[config.mk]
export PLATFORM = sky130hd
export DESIGN_NAME = psg_tone_noise_envelope
export DESIGN_NICKNAME = d
export VERILOG_FILES = /design/src/sv/psg_pkg.sv /design/src/sv/psg_tone_noise_envelope.sv /design/src/sv/psg_front.sv /design/src/sv/psg_queue.sv /design/src/sv/psg_core.sv
export SDC_FILE = /design/constraint.sdc
export NUM_CORES = 1
export LEC_CHECK = 0
export ABC_AREA = 1
export BUFFER_PORTS_ARGS = -buffer_cell sky130_fd_sc_hd__buf_2
export CAP_MARGIN = 5
export CORE_AREA = 4 4 41 43
export CTS_BUF_LIST = sky130_fd_sc_hd__clkbuf_16
export DETAILED_ROUTE_END_ITERATION = 10
export DIE_AREA = 0 0 45 47
export PLACE_DENSITY_LB_ADDON = 0.3
export SLEW_MARGIN = 20
export SYNTH_ARGS = -nofsm -noshare
export SYNTH_HDL_FRONTEND = slang
export SYNTH_SLANG_ARGS = --single-unit
[constraint.sdc]
create_clock -name clk -period 2.4 [get_ports clk]
set_input_delay 0.12 -clock clk [delete_from_list [all_inputs] [get_ports clk]]
set_output_delay 0.12 -clock clk [all_outputs]
set_load 0.05 [all_outputs]
[src/sv/psg_pkg.sv]
package psg_pkg;

    localparam int CHANNEL_COUNT = 3;
    localparam int MAX_CHANNELS  = 3;

    // depth must be a power of two, pointers wrap naturally
    localparam int QUEUE_DEPTH = 4;
    localparam int QUEUE_AW    = $clog2(QUEUE_DEPTH);

    localparam logic CMD_TICK  = 1'b0;
    localparam logic CMD_WRITE = 1'b1;

    localparam logic [3:0] REG_NOISE_PERIOD = 4'd6;
    localparam logic [3:0] REG_MIXER        = 4'd7;
    localparam logic [3:0] REG_AMP_A        = 4'd8;
    localparam logic [3:0] REG_ENV_FINE     = 4'd11;
    localparam logic [3:0] REG_ENV_COARSE   = 4'd12;
    localparam logic [3:0] REG_ENV_SHAPE    = 4'd13;

    localparam logic [1:0] DIR_NONE = 2'd0;
    localparam logic [1:0] DIR_UP   = 2'd1;
    localparam logic [1:0] DIR_DOWN = 2'd2;

    typedef struct packed {
        logic       is_write;
        logic       is_shape;
        logic [3:0] addr;
        logic [7:0] data;
    } psg_item_t;

endpackage

[src/sv/psg_tone_noise_envelope.sv]
// Three-channel sound generator: each request on the slave side is either one generator
// tick (tuser 0) or a byte write to one of sixteen registers (tuser 1, address and data in
// tdata), and every request yields exactly one result carrying the three 4-bit channel
// levels after the mixer, taken after the request's effect. One request is taken per clock
// cycle when the result side keeps up; a request passes an input register, a four-entry
// queue and the output register before its result appears. All dividers, the noise
// lfsr and the envelope ramp update together in the back end when a tick request leaves
// the queue.
module psg_tone_noise_envelope (
    input  logic        clk,
    input  logic        rst_n,
    input  logic        s_tvalid,
    output logic        s_tready,
    input  logic [15:0] s_tdata,   // reg_addr[3:0], reg_data[11:4], zero pad
    input  logic        s_tuser,   // command
    output logic        m_tvalid,
    input  logic        m_tready,
    output logic [15:0] m_tdata    // level_a[3:0], level_b[7:4], level_c[11:8], zero pad
);

    logic               fq_valid;
    logic               fq_ready;
    psg_pkg::psg_item_t fq_item;
    logic               qc_valid;
    logic               qc_ready;
    psg_pkg::psg_item_t qc_item;

    psg_front u_front (
        .clk      (clk),
        .rst_n    (rst_n),
        .s_tvalid (s_tvalid),
        .s_tready (s_tready),
        .s_tdata  (s_tdata),
        .s_tuser  (s_tuser),
        .q_valid  (fq_valid),
        .q_ready  (fq_ready),
        .q_item   (fq_item)
    );

    psg_queue u_queue (
        .clk       (clk),
        .rst_n     (rst_n),
        .in_valid  (fq_valid),
        .in_ready  (fq_ready),
        .in_item   (fq_item),
        .out_valid (qc_valid),
        .out_ready (qc_ready),
        .out_item  (qc_item)
    );

    psg_core u_core (
        .clk      (clk),
        .rst_n    (rst_n),
        .q_valid  (qc_valid),
        .q_ready  (qc_ready),
        .q_item   (qc_item),
        .m_tvalid (m_tvalid),
        .m_tready (m_tready),
        .m_tdata  (m_tdata)
    );

endmodule

[src/sv/psg_front.sv]
module psg_front (
    input  logic                 clk,
    input  logic                 rst_n,
    input  logic                 s_tvalid,
    output logic                 s_tready,
    input  logic [15:0]          s_tdata,   // reg_addr[3:0], reg_data[11:4], zero pad
    input  logic                 s_tuser,   // command
    output logic                 q_valid,
    input  logic                 q_ready,
    output psg_pkg::psg_item_t   q_item
);

    logic               valid_reg;
    logic               valid_next;
    psg_pkg::psg_item_t item_reg;
    psg_pkg::psg_item_t item_next;
    logic               take;

    assign s_tready = !valid_reg || q_ready;
    assign take     = s_tvalid && s_tready;
    assign q_valid  = valid_reg;
    assign q_item   = item_reg;

    always_comb
    begin
        item_next.is_write = (s_tuser == psg_pkg::CMD_WRITE);
        item_next.addr     = s_tdata[3:0];
        item_next.data     = s_tdata[11:4];
        item_next.is_shape = item_next.is_write && (s_tdata[3:0] == psg_pkg::REG_ENV_SHAPE);
        if (take)
        begin
            valid_next = 1'b1;
        end
        else if (q_ready)
        begin
            valid_next = 1'b0;
        end
        else
        begin
            valid_next = valid_reg;
        end
    end

    always_ff @(posedge clk or negedge rst_n)
    begin
        if (!rst_n)
        begin
            valid_reg <= 1'b0;
        end
        else
        begin
            valid_reg <= valid_next;
        end
    end

    always_ff @(posedge clk)
    begin
        if (take)
        begin
            item_reg <= item_next;
        end
    end

endmodule

[src/sv/psg_queue.sv]
module psg_queue (
    input  logic               clk,
    input  logic               rst_n,
    input  logic               in_valid,
    output logic               in_ready,
    input  psg_pkg::psg_item_t in_item,
    output logic               out_valid,
    input  logic               out_ready,
    output psg_pkg::psg_item_t out_item
);

    psg_pkg::psg_item_t             mem_reg [psg_pkg::QUEUE_DEPTH];
    logic [psg_pkg::QUEUE_AW-1:0]   wr_ptr_reg;
    logic [psg_pkg::QUEUE_AW-1:0]   rd_ptr_reg;
    logic [psg_pkg::QUEUE_AW:0]     count_reg;
    logic [psg_pkg::QUEUE_AW:0]     count_next;
    logic                           push;
    logic                           pop;

    assign in_ready  = (count_reg != (psg_pkg::QUEUE_AW+1)'(psg_pkg::QUEUE_DEPTH));
    assign out_valid = (count_reg != '0);
    assign out_item  = mem_reg[rd_ptr_reg];
    assign push      = in_valid && in_ready;
    assign pop       = out_valid && out_ready;

    always_comb
    begin
        count_next = count_reg;
        if (push && !pop)
        begin
            count_next = count_reg + 1'b1;
        end
        else if (pop && !push)
        begin
            count_next = count_reg - 1'b1;
        end
    end

    always_ff @(posedge clk or negedge rst_n)
    begin
        if (!rst_n)
        begin
            wr_ptr_reg <= '0;
            rd_ptr_reg <= '0;
            count_reg  <= '0;
        end
        else
        begin
            count_reg <= count_next;
            if (push)
            begin
                wr_ptr_reg <= wr_ptr_reg + 1'b1;
            end
            if (pop)
            begin
                rd_ptr_reg <= rd_ptr_reg + 1'b1;
            end
        end
    end

    always_ff @(posedge clk)
    begin
        if (push)
        begin
            mem_reg[wr_ptr_reg] <= in_item;
        end
    end

endmodule

[src/sv/psg_core.sv]
module psg_core (
    input  logic               clk,
    input  logic               rst_n,
    input  logic               q_valid,
    output logic               q_ready,
    input  psg_pkg::psg_item_t q_item,
    output logic               m_tvalid,
    input  logic               m_tready,
    output logic [15:0]        m_tdata    // level_a[3:0], level_b[7:4], level_c[11:8], zero pad
);

    localparam int NCH = psg_pkg::MAX_CHANNELS;

    logic [7:0]  regs_reg       [16];
    logic [7:0]  regs_next      [16];
    logic        phase_reg      [NCH];
    logic        phase_next     [NCH];
    logic [14:0] tone_cnt_reg   [NCH];
    logic [14:0] tone_cnt_next  [NCH];
    logic [3:0]  vol_reg        [NCH];
    logic [3:0]  vol_next       [NCH];
    logic [8:0]  noise_cnt_reg;
    logic [8:0]  noise_cnt_next;
    logic [16:0] lfsr_reg;
    logic [16:0] lfsr_next;
    logic [19:0] env_cnt_reg;
    logic [19:0] env_cnt_next;
    logic [3:0]  env_lvl_reg;
    logic [3:0]  env_lvl_next;
    logic [1:0]  env_dir_reg;
    logic [1:0]  env_dir_next;
    logic        m_valid_reg;
    logic        m_valid_next;
    logic [15:0] m_data_reg;
    logic [15:0] m_data_next;
    logic        pop;

    assign q_ready  = !m_valid_reg || m_tready;
    assign pop      = q_valid && q_ready;
    assign m_tvalid = m_valid_reg;
    assign m_tdata  = m_data_reg;

    // one ramp step, returns {direction, level}
    function automatic logic [5:0] ramp_step(input logic [1:0] dir, input logic [3:0] lvl,
                                             input logic [7:0] shape);
        logic       hold;
        logic       alt;
        logic       cont;
        logic       at_end;
        logic [1:0] d;
        logic [3:0] l;
        hold   = shape[0];
        alt    = shape[1];
        cont   = shape[3];
        d      = dir;
        l      = lvl;
        at_end = (dir == psg_pkg::DIR_DOWN && lvl == 4'd0) ||
                 (dir == psg_pkg::DIR_UP && lvl == 4'd15);
        if (at_end)
        begin
            if (!cont)
            begin
                l = 4'd0;
                d = psg_pkg::DIR_NONE;
            end
            else
            begin
                if (alt)
                begin
                    d = (dir == psg_pkg::DIR_UP) ? psg_pkg::DIR_DOWN : psg_pkg::DIR_UP;
                end
                else
                begin
                    l = (dir == psg_pkg::DIR_UP) ? 4'd0 : 4'd15;
                end
                if (hold)
                begin
                    l = (d == psg_pkg::DIR_UP) ? 4'd15 : 4'd0;
                    d = psg_pkg::DIR_NONE;
                end
            end
        end
        else if (dir == psg_pkg::DIR_UP)
        begin
            l = lvl + 4'd1;
        end
        else if (dir == psg_pkg::DIR_DOWN)
        begin
            l = lvl - 4'd1;
        end
        return {d, l};
    endfunction

    always_comb
    begin
        logic [7:0]  amp;
        logic [11:0] tone_period;
        logic [4:0]  noise_period;
        logic [15:0] env_period;
        logic [5:0]  env_res;
        logic [7:0]  mix;
        logic [3:0]  lvl [NCH];

        regs_next      = regs_reg;
        phase_next     = phase_reg;
        tone_cnt_next  = tone_cnt_reg;
        vol_next       = vol_reg;
        noise_cnt_next = noise_cnt_reg;
        lfsr_next      = lfsr_reg;
        env_cnt_next   = env_cnt_reg;
        env_lvl_next   = env_lvl_reg;
        env_dir_next   = env_dir_reg;
        amp            = '0;
        tone_period    = '0;
        noise_period   = '0;
        env_period     = '0;
        env_res        = '0;

        if (pop && q_item.is_write)
        begin
            regs_next[q_item.addr] = q_item.data;
            if (q_item.is_shape)
            begin
                // shape write restarts the ramp, divider keeps running
                if (q_item.data[2])
                begin
                    env_dir_next = psg_pkg::DIR_UP;
                    env_lvl_next = 4'd0;
                end
                else
                begin
                    env_dir_next = psg_pkg::DIR_DOWN;
                    env_lvl_next = 4'd15;
                end
            end
        end
        else if (pop)
        begin
            for (int i = 0; i < psg_pkg::CHANNEL_COUNT; i++)
            begin
                amp         = regs_reg[4'(int'(psg_pkg::REG_AMP_A) + i)];
                tone_period = {regs_reg[4'(2*i+1)][3:0], regs_reg[4'(2*i)]};
                if (!amp[4])
                begin
                    vol_next[i] = amp[3:0];
                end
                if (amp[4:0] != 5'd0 && tone_period != 12'd0)
                begin
                    if (tone_cnt_reg[i] == 15'd0)
                    begin
                        phase_next[i]    = !phase_reg[i];
                        tone_cnt_next[i] = {tone_period, 3'b000} - 15'd1;
                    end
                    else
                    begin
                        tone_cnt_next[i] = tone_cnt_reg[i] - 15'd1;
                    end
                end
            end

            if (regs_reg[psg_pkg::REG_NOISE_PERIOD] != 8'd0)
            begin
                if (noise_cnt_reg == 9'd0)
                begin
                    noise_period = regs_reg[psg_pkg::REG_NOISE_PERIOD][4:0];
                    if (noise_period == 5'd0)
                    begin
                        noise_period = 5'd1;
                    end
                    lfsr_next      = {lfsr_reg[0] ^ lfsr_reg[3], lfsr_reg[16:1]};
                    noise_cnt_next = {noise_period, 4'b0000} - 9'd1;
                end
                else
                begin
                    noise_cnt_next = noise_cnt_reg - 9'd1;
                end
            end

            if (env_cnt_reg == 20'd0)
            begin
                env_period = {regs_reg[psg_pkg::REG_ENV_COARSE], regs_reg[psg_pkg::REG_ENV_FINE]};
                if (env_period == 16'd0)
                begin
                    env_period = 16'd1;
                end
                env_res      = ramp_step(env_dir_reg, env_lvl_reg,
                                         regs_reg[psg_pkg::REG_ENV_SHAPE]);
                env_dir_next = env_res[5:4];
                env_lvl_next = env_res[3:0];
                for (int i = 0; i < psg_pkg::CHANNEL_COUNT; i++)
                begin
                    if (regs_reg[4'(int'(psg_pkg::REG_AMP_A) + i)][4])
                    begin
                        vol_next[i] = env_res[3:0];
                    end
                end
                env_cnt_next = {env_period, 4'b0000} - 20'd1;
            end
            else
            begin
                env_cnt_next = env_cnt_reg - 20'd1;
            end
        end

        // mixer on the state after this item
        mix = regs_next[psg_pkg::REG_MIXER];
        for (int i = 0; i < NCH; i++)
        begin
            lvl[i] = 4'd0;
        end
        for (int i = 0; i < psg_pkg::CHANNEL_COUNT; i++)
        begin
            if ((phase_next[i] || mix[i]) && (lfsr_next[0] || mix[i+3]))
            begin
                lvl[i] = vol_next[i];
            end
        end
        m_data_next = {4'b0000, lvl[2], lvl[1], lvl[0]};

        if (pop)
        begin
            m_valid_next = 1'b1;
        end
        else if (m_tready)
        begin
            m_valid_next = 1'b0;
        end
        else
        begin
            m_valid_next = m_valid_reg;
        end
    end

    always_ff @(posedge clk or negedge rst_n)
    begin
        if (!rst_n)
        begin
            for (int i = 0; i < 16; i++)
            begin
                regs_reg[i] <= 8'd0;
            end
            for (int i = 0; i < NCH; i++)
            begin
                phase_reg[i]    <= 1'b0;
                tone_cnt_reg[i] <= 15'd0;
                vol_reg[i]      <= 4'd0;
            end
            noise_cnt_reg <= 9'd0;
            lfsr_reg      <= 17'd1;
            env_cnt_reg   <= 20'd0;
            env_lvl_reg   <= 4'd0;
            env_dir_reg   <= psg_pkg::DIR_NONE;
            m_valid_reg   <= 1'b0;
        end
        else
        begin
            regs_reg      <= regs_next;
            phase_reg     <= phase_next;
            tone_cnt_reg  <= tone_cnt_next;
            vol_reg       <= vol_next;
            noise_cnt_reg <= noise_cnt_next;
            lfsr_reg      <= lfsr_next;
            env_cnt_reg   <= env_cnt_next;
            env_lvl_reg   <= env_lvl_next;
            env_dir_reg   <= env_dir_next;
            m_valid_reg   <= m_valid_next;
        end
    end

    always_ff @(posedge clk)
    begin
        if (pop)
        begin
            m_data_reg <= m_data_next;
        end
    end

    // lfsr can never lock up at zero
    a_lfsr_live: assert property (@(posedge clk) disable iff (!rst_n) lfsr_reg != 17'd0)
        else $error("noise lfsr reached zero");

    // direction code 3 is never produced
    a_dir_legal: assert property (@(posedge clk) disable iff (!rst_n)
        env_dir_reg != 2'd3)
        else $error("envelope direction took the unused code");

    // a stalled result is never overwritten by a new item
    a_no_overrun: assert property (@(posedge clk) disable iff (!rst_n)
        (m_valid_reg && !m_tready) |-> !pop)
        else $error("result overwritten while stalled");

    // state only moves when an item is consumed
    a_hold_idle: assert property (@(posedge clk) disable iff (!rst_n)
        !pop |=> ($stable(lfsr_reg) && $stable(env_cnt_reg)))
        else $error("generator state moved without an item");

endmodule

==> results of run 1 <==
==> what timing repair did <==
item	CTS	global route
hold buffers	1	0
setup endpoints to repair	0	0
endpoints found under the hold margin	5	0
==> kinds of logic (layout without fill, tap and decap cells) <==
family / after synthesis / count (layout) / share of synthesized area
buffers and inverters: 25 / 19 / 0.392
AND/OR/NAND/NOR: 11 / 11 / 0.127
AO/OA/AOI/OAI: 3 / 3 / 0.0478
XOR/XNOR: 1 / 1 / 0.0223
adder cells (fa/ha/maj): 2 / 2 / 0.0828
flip-flops: 5 / 5 / 0.318
other: 1 / 16 / 0.00954
==> per-layer routing <==
| metal | GRT usage | wire, um | up-vias |
|---|---|---|---|
| li1 | - | - | 134 |
| met1 | 0.0580 | 225 | 107 |
| met2 | 0.0989 | 268 | 14 |
| met3 | 0.0690 | 87 | 4 |
| met4 | 0.0877 | 23 | 0 |
| met5 | 0 | 0 | - |
==> area by class of cell <==
class,count,area (um2),share of cell area
Clock inverter,1,3.75,0.00813
Tap cell,15,18.8,0.0407
Clock buffer,3,75.1,0.163
Inverter,9,33.8,0.0732
Multi-Input combinational cell,33,170,0.369
Timing Repair Buffer,6,35.0,0.0759
Sequential cell,5,125,0.271
==> worst max-delay path, stage by stage (launching register included) <==
cell     delay [ns]
dfrtp_1        0.42
o31ai_1        0.26
ha_1           0.21
inv_1          0.07
fa_1           0.43
nand2_1        0.10
nand3_1        0.07
nand2_1        0.06
nand2_1        0.05
==> through the flow <==
stage	setup slack (ns)	instances	instance area, um2	total power [uW]	util
after floorplan	0.549	63	449	412	-
after CTS	0.611	72	462	721	0.355
after detailed placement	0.618	67	373	440	0.287
final	0.613	72	462	711	0.355
after global placement	0.638	67	373	433	0.287
after global routing	0.414	72	462	773	0.355
==> where the power goes <==
part           leakage [uW]  switching (uW)  internal (uW)  total [uW]
clock network     0.0000423            55.0            216         271
registers         0.0000568            36.1            122         158
logic              0.000165             195           87.0         282
==> cells in the final DEF, fill, tap and decap left out, drive strengths merged <==
| cell | n |
|---|---|
| conb | 16 |
| fa | 1 |
| buf | 5 |
| nand3 | 1 |
| dfrtp | 5 |
| dlygate4sd3 | 1 |
| inv | 10 |
| o21ai | 1 |
| nand4 | 3 |
| a31oi | 1 |
| xnor2 | 1 |
| ha | 1 |
| clkbuf | 3 |
| nand2 | 7 |
| o31ai | 1 |
==> how the worst max path moves through the flow <==
stage | startpoint | to | slack [ns] | cells after the start
after global routing | u_queue.count_reg[2] | u_queue.count_reg[2] | 0.41 | 8
after global placement | u_queue.count_reg[0] | u_queue.count_reg[2] | 0.64 | 8
after floorplan | u_core.m_tvalid | u_queue.count_reg[2] | 0.55 | 9
after detailed placement | u_queue.count_reg[0] | u_queue.count_reg[2] | 0.62 | 8
after CTS | u_queue.count_reg[0] | u_queue.count_reg[2] | 0.61 | 8
final | u_queue.count_reg[0] | u_queue.count_reg[2] | 0.61 | 8
==> results.yml, run 1 <==
finish:
  drive_above_1_share: 0.140
  fill_cells: 144
  area_growth_pct: 17.5
  nNetsFinal: 81
  largest_reg_flops: 3
  diodes: 0
global_routing:
  grt_overflow: 0
  grt_pass1_wl_um: 917
  track_usage: 0.0740
  antenna_found_initial: 0
  grt_max_degree: 6
  grt_pass1_vias: 234
pwr:
  powerDensity_nw_per_um2: 1540
  irDropWorstVdd_uv: 557
  leakage_uw: 0.000264
sta:
  finalCritPeriodShare: 0.745
  setup_viol: 0
  fin_tns_setup_ns: 0
  slew_violations: 0
  fin_hold_ws_ns: 0.0762
  hold_viol: 0
  finalClockSkew_ns: 0.00304
  period_minus_slack_ns: 1.79
  fmax_ghz: 0.559
  rsz0062_at_grt: "no"
die:
  fp.dieH_um: 47
  initial_core_util: 0.302
  num_rows: 13
  die_w_um: 45
  dieArea_um2: 2120
  core_area_um2: 1300
  io_pins: 39
status:
  status: "completed"
worst_hold_path:
  worstHoldStart: "s_tvalid"
  min_path_cells: 3
  hold_class: "in -> reg"
  holdPathEnd: "u_front.q_valid"
logic_synthesis:
  synthFlopType: "dfrtp_1"
  async_flop_share: 1.00
  yosysMostFrequentCell: "buf_4"
  yosys.area.top_type: "dfrtp_1"
  synth_edf_count: 0
  synth-warning-count: 0
  synth_top_cells_by_area: "dfrtp_1, buf_4, inv_1, nand2_1, fa_1"
  yosys.area.top_type_share: 0.318
  netlist_instances: 48
  synth_seq_area_share: 0.318
  netlist_area_um2: 393
  ys_seq_elements: 5
  syn-mean-instance-area_um2: 8.18
  synth_common_cells: "buf_4, inv_1, nand2_1"
  ys_types: 13
worst_setup_path:
  cp.required_ns: 2.51
  cp-end-kind: "register"
  r2r_start: "u_queue.count_reg[0]"
  r2r_end: "u_queue.count_reg[2]"
  crit_type: "reg -> reg"
  worstRegToRegCells: 8
  critPathLaunchType: "register"
  cp.arrival_ns: 1.90
  cp_max_fo: 4
  worst-r2r-setup-slack_ns: 0.61
cts:
  cts_root_buf: "clkbuf_16"
  cts_resized: 0
  worstSkewPairLatency_ns: 0.23
  cts_buffer_depth: 2
  htreeDepth: 1
  tritoncts: "built"
  post_cts_buffers: 0
  path_clk_slew_ns: 0.03
  numClockSinks: 5
  cts_inserted_buffers: 3
routing:
  post-route-drc-count: 0
  routedWlPerCell_um: 8.40
  avgViaCountPerCell: 3.60
  antenna_left: 0
  drt_pass1_iterations: 2
  dr.first_iter.drc_count: 4
  vias: 259
  drt-total-wl_um: 605
run:
  cap_violations: 0
placed_design:
  io_buffers: 5
  gp_congestion: 0.723
  dp_hpwl_um: 492
Note: power is estimated with default switching activity, not from simulation.
==> inputs of run 2 (changes only) <==
--- a/config.mk
+++ b/config.mk
@@ -8,10 +8,10 @@
 export ABC_AREA = 1
 export BUFFER_PORTS_ARGS = -buffer_cell sky130_fd_sc_hd__buf_2
 export CAP_MARGIN = 5
-export CORE_AREA = 4 4 41 43
+export CORE_MARGIN = 4
+export CORE_UTILIZATION = 30
 export CTS_BUF_LIST = sky130_fd_sc_hd__clkbuf_16
 export DETAILED_ROUTE_END_ITERATION = 10
-export DIE_AREA = 0 0 45 47
 export PLACE_DENSITY_LB_ADDON = 0.3
 export SLEW_MARGIN = 20
 export SYNTH_ARGS = -nofsm -noshare
==> constraint.sdc (replaced) <==
create_clock -name clk -period 1.5 [get_ports clk]
set_input_delay 0.075 -clock clk [delete_from_list [all_inputs] [get_ports clk]]
set_output_delay 0.075 -clock clk [all_outputs]
set_load 0.05 [all_outputs]
==> results.yml, run 2 (same netlist as run 1, synthesis figures left out) <==
global_routing:
  grt_max_degree: 6
  antenna_found_initial: 0
  grt_overflow: 0
  grt_pass1_wl_um: 917
  grt_pass1_vias: 254
  track_usage: 0.0685
worst_setup_path:
  cp-end-kind: "register"
  critPathLaunchType: "register"
  cp_max_fo: 3
  worst-r2r-setup-slack_ns: -0.14
  cp.arrival_ns: 1.78
  crit_type: "reg -> reg"
  cp.required_ns: 1.64
sta:
  finalCritPeriodShare: 1.09
  period_minus_slack_ns: 1.64
  fmax_ghz: 0.610
  rsz0062_at_grt: "yes"
  slew_violations: 0
  fin_hold_ws_ns: 0.0362
  fin_tns_setup_ns: -0.277
  hold_viol: 0
  setup_viol: 2
  worst_slack_ns: -0.141
  finalClockSkew_ns: 0.00180
pwr:
  leakage_uw: 0.000296
  irDropWorstVdd_uv: 1490
  powerDensity_nw_per_um2: 2470
  p_total_uw: 1320
status:
  violations: "negative setup slack"
  status: "finished, violations left"
die:
  num_rows: 12
  io_pins: 39
  fp.dieH_um: 44.2
  initial_core_util: 0.335
  dieArea_um2: 1950
  die_w_um: 44.2
  core_area_um2: 1170
routing:
  avgViaCountPerCell: 3.65
  dr.first_iter.drc_count: 2
  routedWlPerCell_um: 8.23
  vias: 285
  antenna_left: 0
  post-route-drc-count: 0
  drt_pass1_iterations: 2
  drt-total-wl_um: 642
finish:
  finish.instance_area_um2: 533
  largest_reg_flops: 3
  drive_above_1_share: 0.344
  final_common_cell: "conb_1"
  diodes: 0
  fill_cells: 121
  final_cell_mix: "conb_1, inv_1, buf_4"
  nNetsFinal: 88
  area_growth_pct: 35.7
cts:
  path_clk_slew_ns: 0.03
  cts_buffer_depth: 2
  cts_root_buf: "clkbuf_16"
  tritoncts: "built"
  htreeDepth: 1
  numClockSinks: 5
  worstSkewPairLatency_ns: 0.22
  cts_inserted_buffers: 3
run:
  cap_violations: 0
placed_design:
  dp_hpwl_um: 499
  gp_congestion: 0.820
  placed_area_um2: 423
  io_buffers: 5
worst_hold_path:
  hold_class: "in -> reg"
==> run 2: routing by layer <==
layer | wire length, um | global-route usage | share of wire | vias up
met5 | 0 | 0 | 0 | -
met4 | 0 | 0.0542 | 0 | 0
met3 | 50 | 0.0366 | 0.078 | 0
met2 | 362 | 0.116 | 0.56 | 12
met1 | 229 | 0.0591 | 0.36 | 126
li1 | - | - | - | 147
==> run 2: critical path: stages (launching register included) <==
cell and delay [ns]:
dfrtp_1 0.40, o31ai_2 0.27, ha_2 0.23, inv_2 0.04, fa_2 0.51, nand2_1 0.04, o21ai_1 0.07
==> run 2: where the power goes <==
part           internal (uW)  switching (uW)  total, uW
Sequential               196            53.2        250
Clock                    344            75.6        420
Combinational            268             381        649
Total                    809             510       1320
==> run 2: cell type report <==
type                    count  area, um2  share of cell area
multi-input cells          33        189               0.354
flip-flops and latches      5        126               0.237
repair buffers             13       87.6               0.164
clock buffers               3       75.1               0.141
inverters                   9       33.8              0.0634
well taps                  14       17.5              0.0329
clock inverters             1       3.75             0.00704
==> run 2: path summary, 6_finish.rpt <==
kind / from / to / depth (start not counted)
min: s_tvalid / u_front.q_valid / 3
max reg2reg: u_queue.count_reg[1] / u_queue.count_reg[1] / 6
min reg2reg: u_core.m_tvalid / u_core.m_tvalid / 2
min in group asynchronous: rst_n / u_front.q_valid / 2
max in group asynchronous: rst_n / u_core.m_tvalid / 2
max: u_queue.count_reg[1] / u_queue.count_reg[1] / 6
==> run 2: through the flow <==
stage	instances	util	setup WS [ns]
after detailed placement	72	0.361	-0.160
after global placement	72	0.361	-0.161
after global routing	78	0.455	-0.239
after floorplan	63	-	-0.108
after CTS	77	0.443	-0.124
final	78	0.455	-0.141
==> run 2: repair_timing <==
action / 4_1_cts / 5_1_grt
pin swaps: 2 / 0
setup buffers: 0 / 1
hold buffers: 1 / 0
endpoints found under the hold margin: 5 / 0
resized for setup: 2 / 1
setup endpoints to repair: 2 / 2
==> inputs of run 3 (changes only) <==
--- a/config.mk
+++ b/config.mk
@@ -8,10 +8,10 @@
 export ABC_AREA = 1
 export BUFFER_PORTS_ARGS = -buffer_cell sky130_fd_sc_hd__buf_2
 export CAP_MARGIN = 5
-export CORE_MARGIN = 4
-export CORE_UTILIZATION = 30
+export CORE_AREA = 4 4 41 43
 export CTS_BUF_LIST = sky130_fd_sc_hd__clkbuf_16
 export DETAILED_ROUTE_END_ITERATION = 10
+export DIE_AREA = 0 0 45 47
 export PLACE_DENSITY_LB_ADDON = 0.3
 export SLEW_MARGIN = 20
 export SYNTH_ARGS = -nofsm -noshare
==> constraint.sdc (replaced) <==
create_clock -name clk -period 1.85 [get_ports clk]
set_input_delay 0.0925 -clock clk [delete_from_list [all_inputs] [get_ports clk]]
set_output_delay 0.0925 -clock clk [all_outputs]
set_load 0.05 [all_outputs]
==> results.yml, run 3 (same netlist as run 1, synthesis figures left out) <==
finish:
  final_common_cell: "conb_1"
  largest_reg_flops: 3
  fin_cells: 75
  drive_above_1_share: 0.300
  regArea_um2: 129
  nNetsFinal: 84
  area_growth_pct: 29.0
  fill_cells: 143
  diodes: 0
  final_cell_mix: "conb_1, inv_1, nand2_1"
  multi_input_area_um2: 189
die:
  dieArea_um2: 2120
  num_rows: 13
  initial_core_util: 0.302
  io_pins: 39
  core_area_um2: 1300
  fp.dieH_um: 47
  die_w_um: 45
pwr:
  power.internal_uw: 608
  irDropWorstVdd_uv: 977
  seqPwrFrac: 0.222
  powerDensity_nw_per_um2: 1990
  p_clk_frac: 0.343
  pwr-share-comb: 0.435
  p_sw_frac: 0.398
  p_sw_uw: 402
  leakage_uw: 0.000275
worst_hold_path:
  hold_class: "in -> reg"
sta:
  fin_hold_ws_ns: 0.0595
  worst_slack_ns: 0.156
  fin_tns_setup_ns: 0
  finalClockSkew_ns: 0.00232
  period_minus_slack_ns: 1.69
  slew_violations: 0
  rsz0062_at_grt: "no"
  fmax_ghz: 0.590
  finalCritPeriodShare: 0.916
  setup_viol: 0
  hold_viol: 0
global_routing:
  grt_overflow: 0
  track_usage: 0.0707
  antenna_found_initial: 0
  grt_pass1_vias: 228
  grt_pass1_wl_um: 910
  grt_max_degree: 6
worst_setup_path:
  cp.arrival_ns: 1.80
  cp-end-kind: "register"
  cp_max_fo: 3
  cp.required_ns: 1.96
  critPathLaunchType: "register"
  crit_type: "reg -> reg"
  worst-r2r-setup-slack_ns: 0.16
routing:
  antenna_left: 0
  avgViaCountPerCell: 3.76
  dr.first_iter.drc_count: 6
  post-route-drc-count: 0
  drt-total-wl_um: 643
  drt_pass1_iterations: 4
  routedWlPerCell_um: 8.57
  vias: 282
cts:
  worstSkewPairLatency_ns: 0.23
  tritoncts: "built"
  cts_buffer_depth: 2
  path_clk_slew_ns: 0.03
  numClockSinks: 5
  cts_inserted_buffers: 3
  htreeDepth: 1
  cts_root_buf: "clkbuf_16"
placed_design:
  dp_hpwl_um: 528
  dp_slack_ns: 0.0660
  io_buffers: 5
  gp_congestion: 0.716
  placedCellCount: 67
run:
  cap_violations: 0
status:
  status: "completed"
## run 3: changes by cell type in the layout (fill, tap and decap cells not counted), sizes merged
cell  previous run  this run
buf             12         8
## run 3: worst paths after layout
| check | to | from | depth (start not counted) |
|---|---|---|---|
| worst max-delay path | u_queue.count_reg[2] | u_queue.count_reg[1] | 8 |
| worst min-delay path | u_front.q_valid | s_tvalid | 3 |
| worst max register to register | u_queue.count_reg[2] | u_queue.count_reg[1] | 8 |
| worst min register to register | u_core.m_tvalid | u_core.m_tvalid | 2 |
| max in group asynchronous | u_queue.count_reg[0] | rst_n | 2 |
| min in group asynchronous | u_queue.count_reg[1] | rst_n | 2 |
## run 3: cell type report
| cell class | instances | area share |
|---|---|---|
| inverters | 9 | 0.0667 |
| multi-input cells | 33 | 0.373 |
| well taps | 15 | 0.0370 |
| repair buffers | 9 | 0.114 |
| clock buffers | 3 | 0.148 |
| clock inverters | 1 | 0.00741 |
| flip-flops and latches | 5 | 0.254 |
## run 3: per-layer routing
| metal | wire length (um) | GRT usage | vias to the layer above | part of all wire |
|---|---|---|---|---|
| li1 | - | - | 139 | - |
| met1 | 235 | 0.0625 | 125 | 0.37 |
| met2 | 299 | 0.0989 | 14 | 0.47 |
| met3 | 90 | 0.0575 | 4 | 0.14 |
| met4 | 17 | 0.0702 | 0 | 0.026 |
| met5 | 0 | 0 | - | 0 |
## run 3: worst max-delay path, stage by stage (launching register included)
cell and delay [ns]:
dfrtp_2 0.43, o31ai_4 0.25, ha_2 0.20, inv_1 0.06
fa_2 0.38, nand2_1 0.08, nand3_1 0.07, nand2_1 0.06
nand2_1 0.05
## run 3: power groups by stage
stage	sequential, uW	combinational (uW)	clock, uW
floorplan	221	315	0
global placement	206	357	0
finish	224	439	347
detailed placement	209	365	0
global route	231	498	361
CTS	208	369	354
## run 3: stage by stage
stage               area, um2   util  power [uW]
floorplan                 450      -         536
global placement          374  0.288         563
detailed placement        374  0.288         574
CTS                       463  0.356         930
global route              507  0.389        1090
finish                    507  0.389        1010
## run 3: what timing repair did
action                                 in CTS  in global routing
setup endpoints to repair                   0                  1
buffers inserted                            0                  3
endpoints found under the hold margin       5                  0
gates resized for setup                     0                  7
hold buffers                                1                  0
